[config.mk]
export PLATFORM = sky130hd
export DESIGN_NAME = pcr_mac
export DESIGN_NICKNAME = d
export VERILOG_FILES = /design/src/hw/rtl/pcr_pkg.sv /design/src/hw/rtl/pcr_mac.sv
export SDC_FILE = /design/constraint.sdc
export NUM_CORES = 2
export LEC_CHECK = 0
export ABC_AREA = 1
export ABC_CLOCK_PERIOD_IN_PS = 10140
export BUFFER_PORTS_ARGS = -buffer_cell sky130_fd_sc_hd__buf_2
export CAP_MARGIN = 20
export CORE_ASPECT_RATIO = 1.25
export CORE_MARGIN = 2
export CORE_UTILIZATION = 35
export CTS_CLUSTER_DIAMETER = 150
export DETAILED_ROUTE_END_ITERATION = 6
export SYNTH_ARGS = -nofsm -noshare
export SYNTH_HDL_FRONTEND = slang
export SYNTH_SLANG_ARGS = --single-unit
[constraint.sdc]
create_clock -name clk -period 10.14 [get_ports clk]
set_input_delay 0 -clock clk [delete_from_list [all_inputs] [get_ports clk]]
set_output_delay 0 -clock clk [all_outputs]
set_load 0.005 [all_outputs]
[src/hw/rtl/pcr_pkg.sv]
// Shared constants and types for the polyline equal-chord resampler.
package pcr_pkg;

    localparam int COORD_W        = 32;
    localparam int CHORD_W        = 31;
    localparam logic [CHORD_W-1:0] CHORD_RESET = 31'd65536;
    localparam int DEF_MAX_POINTS = 64;
    localparam int DEF_COORD_BITS = 32;

    // Shared multiply-accumulate unit
    localparam int MUL_W   = 34;
    localparam int ACC_W   = 130;
    localparam int SHAMT_W = 7;

    // Sequencer step counter width and step counts
    localparam int STEP_W     = 7;
    localparam int SQRT_STEPS = 64;
    localparam int DIV_STEPS  = 99;

    typedef struct packed {
        logic               en;
        logic               clear;
        logic               sub;
        logic [SHAMT_W-1:0] shamt;
    } mac_cmd_t;

endpackage

[src/hw/rtl/pcr_mac.sv]
// Shared signed multiply-accumulate unit with shifted partial products.
module pcr_mac
(
    input  logic                                    clk,
    input  pcr_pkg::mac_cmd_t                       cmd,
    input  logic signed [pcr_pkg::MUL_W-1:0]        op_a,
    input  logic signed [pcr_pkg::MUL_W-1:0]        op_b,
    output logic signed [pcr_pkg::ACC_W-1:0]        acc
);

    logic signed [2*pcr_pkg::MUL_W-1:0] prod;
    logic signed [pcr_pkg::ACC_W-1:0]   prod_ext;
    logic signed [pcr_pkg::ACC_W-1:0]   shifted;
    logic signed [pcr_pkg::ACC_W-1:0]   base;
    logic signed [pcr_pkg::ACC_W-1:0]   acc_reg;
    logic signed [pcr_pkg::ACC_W-1:0]   acc_next;

    // Form the partial product and align it
    always_comb
    begin
        prod     = op_a * op_b;
        prod_ext = pcr_pkg::ACC_W'(prod);
        shifted  = prod_ext <<< cmd.shamt;
        base     = cmd.clear ? '0 : acc_reg;
        acc_next = cmd.sub ? (base - shifted) : (base + shifted);
    end

    // Accumulate when issued
    always_ff @(posedge clk)
    begin
        if (cmd.en)
        begin
            acc_reg <= acc_next;
        end
    end

    assign acc = acc_reg;

endmodule

==> impl_metrics.tcl <==
set metrics [dict create \
    cts_buffer_depth 2 \
    run_status "complete, but fails checks" \
    timing.critical_path.from "op_a[33]" \
    busiest_layer "met2" \
    final_common_cell "inv_1" \
    core.rowCount 185 \
    maxSlewHeadroom_pct 16.4 \
    overflow 0 \
    syn_nets 12400 \
    hpwl_mm 234 \
    grt_pass1_vias 74800 \
    finalCritPeriodShare_pct 108 \
    area_growth_pct 36.1 \
    place_congestion 1.07 \
    worst_pin_slew_ns 1.25 \
    viasPerCell 4.85 \
    netlist_instances 10700 \
    finalWirelength_mm 274 \
    track_usage_pct 26.1 \
    drt_first_pass_iters 7 \
    fp.dieArea_um2 208000 \
    htree_num_levels 4 \
    nNetsFinal 14100 \
    regArea_um2 3900 \
    antenna_found_initial 8 \
    drive_above_1_share_pct 28.6 \
    max_freq_ghz 0.0916 \
    finalSetupTns_ns -28.72 \
    clkTransAtPathRegs_ns 0.08 \
    reg2reg_depth 28 \
    drtAntennaViolNets 0 \
    largest_register_ffs 130 \
    seq_area_frac_synth_pct 5.45 \
    placed_area_um2 89300 \
    cts_buffers 17 \
    r2r_slack_ns 5.65 \
    timing.critical_path.mode_cell "fa_1" \
    yosysWarnings 0 \
    synth_ff_type "edfxtp_1" \
    skew_ns 0.0208 \
    ys_types 56 \
    start_util_pct 35.2 \
    violations "DRC, setup timing" \
    hp-class "in -> reg" \
    dp.cells 15000 \
    multi_input_area_um2 61800 \
    wl_per_cell_um 18.1 \
    path_class "in -> reg" \
    grt_pass1_wl_mm 422 \
    num_vias 73600 \
    worst_slack_ns -0.776 \
    route.detailed.drc 8 \
    cp_data_required_time_ns 10.39 \
    n_fill_cell 20500 \
    die_w_um 409 \
    synth-seq-cells 130 \
    maxCapViolCount 0 \
    netlist_area_um2 71600 \
    hold_viol_final 0 \
    grt_util_met2_pct 45.4 \
    min_from "cmd[8]" \
    r2r-start "acc[0]" \
    syn_area_per_cell_um2 6.68 \
    crit_end "acc[117]" \
    ios 209 \
    drt-initial-drc-count 5141 \
    grt_max_degree 88 \
    fin_cells 15200 \
    timing.rr.end "acc[104]" \
    most-common-layout-cells "inv_1, nand2_1, buf_4" \
    async_flop_share_pct 0 \
    crit_path_max_incr_delay_ns 0.59 \
    startpoint_type "primary input" \
    endpoint_kind "flop" \
    root_buffer "clkbuf_16" \
    crit_arrival_ns 11.17 \
    grtUsageMet1_pct 31.5 \
    core_um2 203000 \
    numPortBuffers 208 \
    utilization_pct 48.0 \
    met3_usage_pct 2.32 \
    cts_tree "built" \
    clkLatencyLatePin_ns 0.49 \
    fin_area_um2 97500 \
    worstPathMaxFanout 12 \
    die_y_um 510 \
    rsz0062_at_grt "yes" \
    synth-edff-count 130 \
    maxSlewViolCount 0 \
    cts_sinks 130 \
    fin_crit_ns 10.92 \
    cpMaxStageDelayCell "fa_1" \
    setup_viol 70 \
]
==> how the worst min path moves through the flow <==
stage                    end  slack, ns  cells past startpoint
finish                acc[1]       0.19                      3
global route          acc[1]       0.20                      3
CTS                   acc[1]       0.16                      3
detailed placement  acc[122]       0.42                      1
global placement    acc[106]       0.42                      1
floorplan             acc[0]       0.11                      0
==> cell type report <==
type,count,share of cell area (%)
antenna,4,0.0103
inverter,2830,10.9
tap,2711,3.48
sequential,130,4.00
clock buffer,18,0.440
timing repair buffer,2149,17.7
clock inverter,13,0.140
multi-input combinational,7326,63.3
==> timing repair <==
item | CTS | global route
hold buffers | 1 | 0
pin swaps | 121 | 195
buffers inserted | 66 | 58
gates cloned | 2 | 3
hold endpoints to repair | 27 | 0
endpoints found under the setup margin | 91 | 97
resized for setup | 756 | 708
==> Yosys cell counts, drive strengths merged (3+ instances only) <==
cell / number / area [µm²]
a211oi: 4 / 30.0
a221oi: 5 / 43.8
nand3b: 21 / 158
a21o: 5 / 37.5
clkinv: 5 / 18.8
o221ai: 7 / 61.3
nand3: 916 / 4940
o311ai: 4 / 35.0
clkbuf: 320 / 1200
a31o: 3 / 26.3
and3: 6 / 37.5
nor3: 40 / 210
edfxtp: 130 / 3900
xnor2: 89 / 780
nor4: 11 / 68.8
o21bai: 7 / 52.6
ha: 334 / 4180
fa: 1242 / 24900
nand2: 3012 / 11500
o221a: 3 / 33.8
buf: 118 / 552
nor2: 777 / 3130
o211ai: 7 / 52.6
a21boi: 3 / 22.5
o21a: 22 / 165
o2111ai: 4 / 35.0
nand4: 102 / 663
inv: 2825 / 10600
o21ai: 147 / 747
or2: 15 / 93.8
o31ai: 8 / 60.1
a21oi: 301 / 1510
a31oi: 74 / 463
and2: 11 / 68.8
xor2: 143 / 1250
==> critical path, delay by kind of cell <==
family	cells	cell delay, ns
adders and majority gates	10	4.84
and+or+nand+nor	24	2.61
buffers and inverters	17	2.01
AOI/OAI and AO/OA	8	1.42
xor gates and xnor gates	2	0.27
==> metrics by stage <==
stage / hold slack (ns) / worst slack, ns
finish: 0.189 / -0.776
global route: 0.195 / -1.21
CTS: 0.164 / -0.659
detailed placement: 0.423 / -2.15
global placement: 0.423 / -2.21
floorplan: 0.112 / -0.00102
==> cells by family (layout without fill, tap and decap cells) <==
kind of cell             count (synthesis)  after routing  synth area share (%)
adder cells (fa/ha/maj)               1576           1576                  40.6
AO/OA/AOI/OAI                          605            605                  4.73
XOR/XNOR                               232            232                  2.84
buffers and inverters                 3268           5010                  17.3
other                                    0              4                     0
flip-flops                             130            130                  5.45
AND/OR/NAND/NOR                       4913           4913                  29.1
==> per-layer routing <==
metal / routed length [µm] / up-vias
met2: 132000 / 2356
met1: 107000 / 35500
met5: 46 / -
li1: - / 35000
met3: 14000 / 769
met4: 20700 / 8
Power is left out: the tool's default activity adds up to more than one toggle a clock period on the data nets, which glitch-free logic cannot reach.
